File: src/hdl/padu_pkg.sv
// Shared types and constants for the plateau-aware peak detector.
`timescale 1ns / 1ps
package padu_pkg;

  localparam int unsigned CountWidth  = 16;
  localparam int unsigned IndexWidth  = 16;
  localparam logic [CountWidth-1:0] MaxPeaksReset = 16'hFFFF;

  typedef logic [CountWidth-1:0] count_t;
  typedef logic [IndexWidth-1:0] index_t;

  typedef struct packed {
    logic advance;
    logic hit;
  } core_ctl_t;

endpackage

File: src/hdl/plateau_aware_peak_detector_unit.sv
// Top level of the plateau-aware peak detector.
`timescale 1ns / 1ps
// Usage:
//   Input channel: in_valid / in_stall carry one signed sample per transfer with
//   in_sequence_end marking the last sample of a sequence. Runs of equal samples
//   form a plateau; a plateau entered by a rise and left by a fall is a peak.
//   Result channel: out_valid / out_stall carry one peak per transfer with its
//   value and the index of the plateau's first sample, sent when the falling
//   sample is processed. Runs touching either end of a sequence are never peaks.
//   Configuration: cfg_wr_en writes cfg_wr_data to max_peaks, the most peaks
//   reported per sequence; write it only while the block is idle.
//   Result path: the falling sample is held in the input register, and the peak it
//   ends is then loaded into the result register and presented from there.
//   Throughput: one sample per cycle while no peak waits on a stalled result, set
//   by the single compare-and-update path between the input and result registers.
//   Reset (rst_n low, synchronous): both registers empty, sequence state cleared,
//   max_peaks set to 65535.
//   Stall: a stalled result holds; samples that make no peak keep flowing, and a
//   sample that makes one waits in the input register, which then stalls input.
module plateau_aware_peak_detector_unit #(
  parameter int unsigned SAMPLE_WIDTH        = 16,
  parameter int unsigned MAX_SEQUENCE_LENGTH = 65536
) (
  input  logic                           clk,
  input  logic                           rst_n,
  input  logic                           cfg_wr_en,
  input  padu_pkg::count_t               cfg_wr_data,
  input  logic                           in_valid,
  output logic                           in_stall,
  input  logic signed [SAMPLE_WIDTH-1:0] in_sample,
  input  logic                           in_sequence_end,
  output logic                           out_valid,
  input  logic                           out_stall,
  output logic signed [SAMPLE_WIDTH-1:0] out_peak_value,
  output padu_pkg::index_t               out_peak_index
);
  import padu_pkg::*;

  core_ctl_t                      ctl;
  logic                           s1_valid;
  logic signed [SAMPLE_WIDTH-1:0] s1_sample;
  logic                           s1_last;
  logic                           slot_free;
  logic signed [SAMPLE_WIDTH-1:0] peak_value;
  index_t                         peak_index;

  padu_in_stage #(
    .SAMPLE_WIDTH(SAMPLE_WIDTH)
  ) u_in_stage (
    .clk            (clk),
    .rst_n          (rst_n),
    .in_valid       (in_valid),
    .in_stall       (in_stall),
    .in_sample      (in_sample),
    .in_sequence_end(in_sequence_end),
    .ctl            (ctl),
    .s1_valid       (s1_valid),
    .s1_sample      (s1_sample),
    .s1_last        (s1_last)
  );

  padu_core #(
    .SAMPLE_WIDTH       (SAMPLE_WIDTH),
    .MAX_SEQUENCE_LENGTH(MAX_SEQUENCE_LENGTH)
  ) u_core (
    .clk        (clk),
    .rst_n      (rst_n),
    .cfg_wr_en  (cfg_wr_en),
    .cfg_wr_data(cfg_wr_data),
    .s1_valid   (s1_valid),
    .s1_sample  (s1_sample),
    .s1_last    (s1_last),
    .slot_free  (slot_free),
    .ctl        (ctl),
    .peak_value (peak_value),
    .peak_index (peak_index)
  );

  padu_out_stage #(
    .SAMPLE_WIDTH(SAMPLE_WIDTH)
  ) u_out_stage (
    .clk           (clk),
    .rst_n         (rst_n),
    .ctl           (ctl),
    .peak_value    (peak_value),
    .peak_index    (peak_index),
    .slot_free     (slot_free),
    .out_valid     (out_valid),
    .out_stall     (out_stall),
    .out_peak_value(out_peak_value),
    .out_peak_index(out_peak_index)
  );

  a_empty_never_stalls: assert property (@(posedge clk) disable iff (!rst_n)
    !s1_valid |-> !in_stall)
    else $error("input stalled with an empty input register");

  a_held_sample_waits: assert property (@(posedge clk) disable iff (!rst_n)
    in_stall |-> s1_valid && !slot_free)
    else $error("input stalled without a held result");

  a_reset_empty: assert property (@(posedge clk)
    !rst_n |=> !out_valid && !in_stall)
    else $error("pipeline not empty after reset");

endmodule

File: src/hdl/padu_in_stage.sv
// Input register stage of the peak detector.
`timescale 1ns / 1ps
module padu_in_stage #(
  parameter int unsigned SAMPLE_WIDTH = 16
) (
  input  logic                           clk,
  input  logic                           rst_n,
  input  logic                           in_valid,
  output logic                           in_stall,
  input  logic signed [SAMPLE_WIDTH-1:0] in_sample,
  input  logic                           in_sequence_end,
  input  padu_pkg::core_ctl_t            ctl,
  output logic                           s1_valid,
  output logic signed [SAMPLE_WIDTH-1:0] s1_sample,
  output logic                           s1_last
);
  import padu_pkg::*;

  logic                           valid_r;
  logic signed [SAMPLE_WIDTH-1:0] sample_r;
  logic                           last_r;

  assign in_stall  = valid_r && !ctl.advance;
  assign s1_valid  = valid_r;
  assign s1_sample = sample_r;
  assign s1_last   = last_r;

  always_ff @(posedge clk) begin
    if (!rst_n) begin
      valid_r <= 1'b0;
    end else if (!in_stall) begin
      valid_r <= in_valid;
    end
  end

  always_ff @(posedge clk) begin
    if (!in_stall && in_valid) begin
      sample_r <= in_sample;
      last_r   <= in_sequence_end;
    end
  end

endmodule

File: src/hdl/padu_core.sv
// Plateau tracking, peak decision and per-sequence state.
`timescale 1ns / 1ps
module padu_core #(
  parameter int unsigned SAMPLE_WIDTH        = 16,
  parameter int unsigned MAX_SEQUENCE_LENGTH = 65536
) (
  input  logic                           clk,
  input  logic                           rst_n,
  input  logic                           cfg_wr_en,
  input  padu_pkg::count_t               cfg_wr_data,
  input  logic                           s1_valid,
  input  logic signed [SAMPLE_WIDTH-1:0] s1_sample,
  input  logic                           s1_last,
  input  logic                           slot_free,
  output padu_pkg::core_ctl_t            ctl,
  output logic signed [SAMPLE_WIDTH-1:0] peak_value,
  output padu_pkg::index_t               peak_index
);
  import padu_pkg::*;

  localparam int unsigned PosWidth = $clog2(MAX_SEQUENCE_LENGTH);
  localparam logic [PosWidth-1:0] PosLimit = PosWidth'(MAX_SEQUENCE_LENGTH - 1);

  count_t                         max_peaks_r;
  logic signed [SAMPLE_WIDTH-1:0] prev_r;
  logic [PosWidth-1:0]            pos_r;
  logic [PosWidth-1:0]            run_r;
  logic                           rose_r;
  count_t                         cnt_r;

  logic first;
  logic fall;
  logic rise;
  logic report;

  assign first  = (pos_r == '0);
  assign fall   = s1_sample < prev_r;
  assign rise   = s1_sample > prev_r;
  assign report = !first && fall && rose_r && (cnt_r < max_peaks_r);

  assign ctl.advance = s1_valid && (!report || slot_free);
  assign ctl.hit     = s1_valid && report && slot_free;
  assign peak_value  = prev_r;
  assign peak_index  = IndexWidth'(run_r);

  always_ff @(posedge clk) begin
    if (!rst_n) begin
      max_peaks_r <= MaxPeaksReset;
    end else if (cfg_wr_en) begin
      max_peaks_r <= cfg_wr_data;
    end
  end

  always_ff @(posedge clk) begin
    if (!rst_n) begin
      prev_r <= '0;
      pos_r  <= '0;
      run_r  <= '0;
      rose_r <= 1'b0;
      cnt_r  <= '0;
    end else if (ctl.advance) begin
      if (s1_last) begin
        prev_r <= '0;
        pos_r  <= '0;
        run_r  <= '0;
        rose_r <= 1'b0;
        cnt_r  <= '0;
      end else begin
        prev_r <= s1_sample;
        if (pos_r != PosLimit) begin
          pos_r <= pos_r + 1'b1;
        end
        if (ctl.hit) begin
          cnt_r <= cnt_r + 1'b1;
        end
        priority if (first) begin
          run_r  <= '0;
          rose_r <= 1'b0;
        end else if (fall) begin
          run_r  <= pos_r;
          rose_r <= 1'b0;
        end else if (rise) begin
          run_r  <= pos_r;
          rose_r <= 1'b1;
        end else begin
          run_r  <= run_r;
          rose_r <= rose_r;
        end
      end
    end
  end

  a_last_clears: assert property (@(posedge clk) disable iff (!rst_n)
    ctl.advance && s1_last |=> pos_r == '0 && cnt_r == '0 && !rose_r)
    else $error("sequence state not cleared after last sample");

  a_pos_steps: assert property (@(posedge clk) disable iff (!rst_n)
    ctl.advance && !s1_last && pos_r != PosLimit |=>
      pos_r == PosWidth'($past(pos_r) + 1'b1))
    else $error("sample position did not advance");

  a_hit_counts: assert property (@(posedge clk) disable iff (!rst_n)
    ctl.hit && !s1_last |=> cnt_r == CountWidth'($past(cnt_r) + 1'b1))
    else $error("peak count did not advance on a reported peak");

  a_hit_needs_rise: assert property (@(posedge clk) disable iff (!rst_n)
    ctl.hit |-> rose_r && !first)
    else $error("peak reported without a rising edge into the run");

endmodule

File: src/hdl/padu_out_stage.sv
// Result register of the peak detector.
`timescale 1ns / 1ps
module padu_out_stage #(
  parameter int unsigned SAMPLE_WIDTH = 16
) (
  input  logic                           clk,
  input  logic                           rst_n,
  input  padu_pkg::core_ctl_t            ctl,
  input  logic signed [SAMPLE_WIDTH-1:0] peak_value,
  input  padu_pkg::index_t               peak_index,
  output logic                           slot_free,
  output logic                           out_valid,
  input  logic                           out_stall,
  output logic signed [SAMPLE_WIDTH-1:0] out_peak_value,
  output padu_pkg::index_t               out_peak_index
);
  import padu_pkg::*;

  logic                           valid_r;
  logic signed [SAMPLE_WIDTH-1:0] value_r;
  index_t                         index_r;

  assign slot_free      = !valid_r || !out_stall;
  assign out_valid      = valid_r;
  assign out_peak_value = value_r;
  assign out_peak_index = index_r;

  always_ff @(posedge clk) begin
    if (!rst_n) begin
      valid_r <= 1'b0;
    end else if (ctl.hit) begin
      valid_r <= 1'b1;
    end else if (!out_stall) begin
      valid_r <= 1'b0;
    end
  end

  always_ff @(posedge clk) begin
    if (ctl.hit) begin
      value_r <= peak_value;
      index_r <= peak_index;
    end
  end

  a_no_overwrite: assert property (@(posedge clk) disable iff (!rst_n)
    valid_r && out_stall |=> valid_r && $stable(value_r) && $stable(index_r))
    else $error("stalled result overwritten");

  a_hit_shows: assert property (@(posedge clk) disable iff (!rst_n)
    ctl.hit |=> valid_r)
    else $error("reported peak not presented");

  a_hit_has_room: assert property (@(posedge clk) disable iff (!rst_n)
    ctl.hit && valid_r |-> !out_stall)
    else $error("peak loaded while result register is held");

endmodule

File: config.mk
export PLATFORM = sky130hd
export DESIGN_NAME = plateau_aware_peak_detector_unit
export DESIGN_NICKNAME = d
export VERILOG_FILES = /design/src/hdl/padu_pkg.sv /design/src/hdl/plateau_aware_peak_detector_unit.sv /design/src/hdl/padu_in_stage.sv /design/src/hdl/padu_core.sv /design/src/hdl/padu_out_stage.sv
export SDC_FILE = /design/constraint.sdc
export NUM_CORES = 1
export LEC_CHECK = 0
export BUFFER_PORTS_ARGS = -buffer_cell sky130_fd_sc_hd__buf_2
export CAP_MARGIN = 20
export CELL_PAD_IN_SITES_DETAIL_PLACEMENT = 1
export CELL_PAD_IN_SITES_GLOBAL_PLACEMENT = 1
export CORE_MARGIN = 8
export CORE_UTILIZATION = 34
export CTS_CLUSTER_DIAMETER = 150
export DETAILED_ROUTE_END_ITERATION = 10
export PLACE_DENSITY_LB_ADDON = 0.1
export SLEW_MARGIN = 20
export SYNTH_ARGS = -nofsm -noshare
export SYNTH_HDL_FRONTEND = slang
export SYNTH_SLANG_ARGS = --single-unit
File: constraint.sdc
create_clock -name clk -period 5.2 [get_ports clk]
set_input_delay 1.3 -clock clk [delete_from_list [all_inputs] [get_ports clk]]
set_output_delay 1.3 -clock clk [all_outputs]
set_load 0.03 [all_outputs]
==> summary.md, run 1 <==
| Metric | Value |
|---|---|
| Mapped Nets | `684` |
| Leak | `2.87 nW` |
| Switching Power | `565 µW` |
| Mapped Cells | `612` |
| CP max-delay cell | `edfxtp_1` |
| Worst Setup Start Kind | `flop` |
| # placed instances | `879` |
| CTS tree | `yes` |
| Yosys top cell area share | `0.276` |
| Fill cells | `1962` |
| Placer Congestion | `0.802` |
| Async set or reset register ratio after synthesis | `0` |
| Design Power | `2.43 mW` |
| Mean Syn Cell Area | `9.84 µm²` |
| Crit-path max FO | `19` |
| Final Instance Area | `7150 µm²` |
| Mapped cell area | `6020 µm²` |
| Worst IR drop on VDD | `247 µV` |
| Worst skew pair latency | `0.42 ns` |
| Sequential share of the synthesized area | `0.520` |
| Die area | `22200 µm²` |
| Port bufs | `71` |
| TritonRoute pass-1 iters | `4` |
| FF-to-FF setup slack | `1.61 ns` |
| Die span in x | `149 µm` |
| Hold Fails Final Rpt | `0` |
| Post-CTS Hold Fix Bufs | `0` |
| Period utilization | `0.860` |
| Max cap viols | `0` |
| Status | `finished clean` |
| Comb power frac | `0.063` |
| RSZ-0062 raised after global routing | `false` |
| Drt wl/cell | `16.9 µm` |
| Top_reg_cell synth | `dfxtp_1` |
| Max-slew violations | `0` |
| Worst-path clk slew | `0.06 ns` |
| GRT Total Usage | `0.145` |
| Gr ovfl total | `0` |
| DRC viols | `0` |
| Top cells by area, synth | `dfxtp_1 (28%), edfxtp_1 (24%), ha_1 (7.1%)` |
| Seq. cell area | `3130 µm²` |
| WHS | `0.430 ns` |
| CP bufs+invs | `2` |
| CTS Sinks | `132` |
| Post-synth top area cell | `dfxtp_1` |
| Sequential share of power | `0.455` |
| Max H-tree Level | `4` |
| Pwr dens | `340 nW/µm²` |
| Commonest non-fill, non-tap cell in the layout | `dfxtp_1` |
| CTS Buf Count | `17` |
| Drt first-iter violations | `262` |
| Post-route minimum period | `4.47 ns` |
| Area of the multi-input gates | `2590 µm²` |
| N_diodes | `0` |
| Initial antenna violation count | `0` |
| Number of enable flip-flop cells after synthesis | `49` |
| DP HPWL | `10600 µm` |
| Area grow syn2layout | `18.7%` |
| Worst-Margin Slew | `1.04 ns` |
| Total core area | `17300 µm²` |
| Clock Power Share | `0.481` |
| Fin nets | `745` |
| GRT busiest layer | `met2` |
| GR Layer Usage met3 | `0.0361` |
| Setup Fix Bufs, Post-CTS | `0` |
| Vias post-DR | `4701` |
| Kind of critical path | `flop to primary output` |
| Rel. slew slack | `0.305` |
| Vias per cell | `5.16` |
| Worst clock skew | `0.00846 ns` |
| Die Span Y | `149 µm` |
| Max stage delay on crit path | `0.40 ns` |
| Int Pwr | `1.87 mW` |
| Row count | `48` |
| Hold WC Path Type | `flop to flop` |
| Crit path DAT | `3.17 ns` |
| Most frequent cells in the layout | `dfxtp_1 (83), nand2_1 (80), buf_2 (71), edfxtp_1 (49), inv_1 (42)` |
| Vias in the first global route | `5001` |
| CTS Root Cell | `clkbuf_16` |
| Met2 Track Usage GR | `0.237` |
| WL final | `15400 µm` |
| Crit end category | `primary output` |
| Final antenna-violating net count | `0` |
| Layout cells sized above 1 | `0.171` |
| Non-Filler Instances | `911` |
| First-pass GRT wire length | `25700 µm` |
| Switching share of total power | `0.232` |
| Resized cells post-CTS | `0` |
| GR Util met1 | `0.177` |
| Largest net degree at the start of global routing | `73` |
| CTS Buffer Depth | `2` |
| Setup TNS | `0 ns` |
| Fmax | `0.224 GHz` |
| Crit path cell chain | `ha_1 > nand4_1 > nor4_2 > a21boi_0 > a311o_1 > and3_1 > buf_4 > nand2_1 > nor2_1 > buf_2` |
| Family with the most delay on the worst path | `simple AND/OR/NAND/NOR gates` |
| Syn. warnings | `0` |
| Initial core utilization | `0.348` |
| Synth cell types | `49` |
| Critical Path RT | `3.90 ns` |
| Top Ports | `72` |
| Flops & latches, synth | `132` |
| Final setup viols | `0` |
| Cell Area, Placed | `6570 µm²` |
[cell usage after synthesis, drive strengths merged (3+ instances only)]
cell type,number
a21o,3
a21oi,38
a31oi,29
a41oi,3
and2,3
and3,12
buf,12
clkbuf,24
dfxtp,83
edfxtp,49
ha,34
inv,42
mux2i,20
nand2,80
nand2b,7
nand3,28
nand3b,16
nand4,8
nand4b,7
nor2,21
nor3,14
nor4,5
o211ai,27
o21a,3
o21ai,20
o221a,3
[kinds of logic after synthesis]
| logic type | count (synthesis) | share of synthesized area |
|---|---|---|
| fa+ha+maj | 34 | 0.0706 |
| simple gates | 210 | 0.179 |
| buf+inv | 79 | 0.0519 |
| compound gates | 137 | 0.145 |
| flops | 132 | 0.520 |
| mux | 20 | 0.0332 |
[per-layer routing]
layer,vias to the layer above,share of wire
met2,93,0.47
met5,-,0
li1,2355,-
met1,2231,0.47
met3,22,0.043
met4,0,0.020
[sequential cells by signal (all words and copies together) (netlist names), 16 cells and up]
name and cells:
u_core.cnt_r 16, u_core.max_peaks_r 16, u_core.peak_index 16, u_core.peak_value 16, u_core.pos_r 16, u_in_stage.s1_sample 16
u_out_stage.out_peak_index 16, u_out_stage.out_peak_value 16
[final timing paths]
path	cells after the start	end	from
worst min-delay path	0	u_out_stage.out_peak_index[2]	u_core.peak_index[2]
worst max register to register	10	u_out_stage.out_peak_index[7]	u_in_stage.s1_sample[14]
worst max-delay path	10	in_stall	u_in_stage.s1_sample[14]
worst min register to register	0	u_out_stage.out_peak_index[2]	u_core.peak_index[2]
[area by class of cell]
class / instances / share of cell area
flip-flops and latches: 132 / 0.438
multi-input cells: 401 / 0.362
clock buffers: 19 / 0.0620
repair buffers: 78 / 0.0571
well taps: 225 / 0.0394
inverters: 43 / 0.0226
clock inverters: 13 / 0.0186
[power by group through the flow]
stage	Combinational, mW	Clock [mW]	Sequential, mW
finish	0.154	1.17	1.11
global route	0.176	1.25	1.11
CTS	0.157	1.20	1.11
detailed placement	0.156	0	1.13
global placement	0.152	0	1.13
floorplan	0.107	0	1.13
[metrics by stage]
step | worst slack, ns | util
2_1_floorplan | 1.46 | -
3_3_place_gp | 1.31 | 0.380
3_5_place_dp | 1.17 | 0.380
4_1_cts | 0.699 | 0.413
5_1_grt | 0.440 | 0.413
6_report | 0.727 | 0.413
(Power assumes the default switching activity.)
==> inputs of run 2 (changes only) <==
--- a/config.mk
+++ b/config.mk
@@ -13,7 +13,7 @@
 export CORE_UTILIZATION = 34
 export CTS_CLUSTER_DIAMETER = 150
 export DETAILED_ROUTE_END_ITERATION = 10
-export PLACE_DENSITY_LB_ADDON = 0.1
+export PLACE_DENSITY = 0.75
 export SLEW_MARGIN = 20
 export SYNTH_ARGS = -nofsm -noshare
 export SYNTH_HDL_FRONTEND = slang
==> constraint.sdc (replaced) <==
create_clock -name clk -period 4.4 [get_ports clk]
set_input_delay 1.1 -clock clk [delete_from_list [all_inputs] [get_ports clk]]
set_output_delay 1.1 -clock clk [all_outputs]
set_load 0.03 [all_outputs]
==> run 2 against run 1 <==
  * Clock power up 38%
  * First-iteration DRC count up 14%
  * Routed wire length up 0.19%
  * Non-clock buffer count up 2
  * Sequential power up 18%
  * Clock skew up 0.0018 ns
  * Largest power group unchanged
  * Hold slack better by 0.0020 ns
  * Setup slack worse by 0.47 ns
  * Highest routed layer unchanged
  * Sequential share of layout area down 0.64 points
  * Final cell count up 0.22%
==> summary.md, run 2 (synthesis results as in run 1) <==
| Metric | Value |
|---|---|
| Vias in the first global route | `5148` |
| DR top layer | `met4` |
| Worst clock skew | `0.0102 ns` |
| CTS Buffer Depth | `2` |
| DRC viols | `0` |
| Fin nets | `747` |
| Vias per cell | `5.24` |
| Commonest non-fill, non-tap cell in the layout | `dfxtp_1` |
| Port bufs | `71` |
| Setup Fix Bufs, Post-CTS | `0` |
| Wire length on met1 | `7040 µm` |
| N_diodes | `0` |
| Crit end category | `primary output` |
| RSZ-0062 raised after global routing | `false` |
| Die Span Y | `149 µm` |
| Crit-path max FO | `6` |
| Total core area | `17300 µm²` |
| Metal3 WL | `683 µm` |
| Area grow syn2layout | `20.4%` |
| Status | `finished clean` |
| Cell Area, Placed | `6580 µm²` |
| Dpl ws | `0.816 ns` |
| Final antenna-violating net count | `0` |
| Initial core utilization | `0.348` |
| Final WS setup | `0.253 ns` |
| WHS | `0.432 ns` |
| CTS tree | `yes` |
| Max-slew violations | `0` |
| Hold Fails Final Rpt | `0` |
| Worst IR drop on VDD | `291 µV` |
| Placer Congestion | `0.790` |
| CTS Sinks | `132` |
| Top Ports | `72` |
| Layout cells sized above 1 | `0.172` |
| WL final | `15400 µm` |
| Setup TNS | `0 ns` |
| Post-CTS Hold Fix Bufs | `0` |
| Worst-path clk slew | `0.06 ns` |
| Vias post-DR | `4788` |
| Gr ovfl total | `0` |
| Hold WC Path Type | `flop to flop` |
| Largest net degree at the start of global routing | `73` |
| Die span in x | `149 µm` |
| Rel. slew slack | `0.278` |
| Kind of critical path | `flop to primary output` |
| Max H-tree Level | `4` |
| GRT Total Usage | `0.144` |
| Final setup viols | `0` |
| WL met2 | `7490 µm` |
| Fmax | `0.241 GHz` |
| Worst Setup Start Kind | `flop` |
| Initial antenna violation count | `0` |
| Max cap viols | `0` |
| Worst-Margin Slew | `1.08 ns` |
| Drt first-iter violations | `299` |
| Resized cells post-CTS | `0` |
| Critical Path RT | `3.30 ns` |
| First-pass GRT wire length | `25900 µm` |
| Crit path DAT | `3.05 ns` |
| DP HPWL | `10600 µm` |
| CTS Root Cell | `clkbuf_16` |
| Most frequent cells in the layout | `dfxtp_1 (83), nand2_1 (80), buf_2 (71), edfxtp_1 (49), inv_1 (42)` |
| Drt wl/cell | `16.9 µm` |
| Die area | `22200 µm²` |
| Final Instance Area | `7250 µm²` |
| Pwr dens | `429 nW/µm²` |
| Worst skew pair latency | `0.43 ns` |
| CTS Buf Count | `17` |
| Row count | `48` |
| Period utilization | `0.942` |
| TritonRoute pass-1 iters | `4` |
| Leak | `2.91 nW` |
| Post-route minimum period | `4.15 ns` |
| Fill cells | `1975` |
[run 2: cell type report]
cell class / count / area (µm²) / area share
clock buffers: 18 / 439 / 0.0606
clock inverters: 14 / 233 / 0.0321
inverters: 43 / 161 / 0.0223
multi-input cells: 401 / 2580 / 0.356
flip-flops and latches: 132 / 3130 / 0.432
well taps: 225 / 282 / 0.0388
repair buffers: 80 / 423 / 0.0583
[run 2: worst paths after layout]
check / depth (start not counted) / start / endpoint / slack, ns
setup reg to reg: 8 / u_in_stage.s1_sample[14] / u_core.peak_index[15] / 0.72
hold / removal: 0 / u_core.peak_index[3] / u_out_stage.out_peak_index[3] / 0.43
hold reg to reg: 0 / u_core.peak_index[3] / u_out_stage.out_peak_index[3] / 0.43
setup / recovery: 9 / u_in_stage.s1_sample[14] / in_stall / 0.25
[run 2: power by group]
part           internal [mW]  switching, mW  total [mW]  leakage (nW)
clock network           1.07          0.541        1.61         0.317
logic                 0.0675          0.120       0.187          1.42
registers               1.29         0.0158        1.31          1.18
[run 2: worst max-delay path, cell delays in order, from the launching register on]
cell and delay (ns):
edfxtp_1 0.40, ha_1 0.35, nand4_1 0.15, nor4_2 0.36, a21boi_0 0.36, o21ai_0 0.32
and3_1 0.30, nand2_1 0.15, nor2_1 0.06, buf_2 0.18
[run 2: per-stage QoR]
step / utilization / instances / total power [mW]
after floorplan: - / 612 / 1.46
after global placement: 0.380 / 881 / 1.51
after detailed placement: 0.380 / 881 / 1.52
after CTS: 0.419 / 913 / 3.13
after global routing: 0.419 / 913 / 3.22
final: 0.419 / 913 / 3.11
[run 2: metal layers]
layer | global-route usage | up-vias
li1 | - | 2351
met1 | 0.172 | 2323
met2 | 0.244 | 94
met3 | 0.0407 | 20
met4 | 0.0475 | 0
met5 | 0 | -
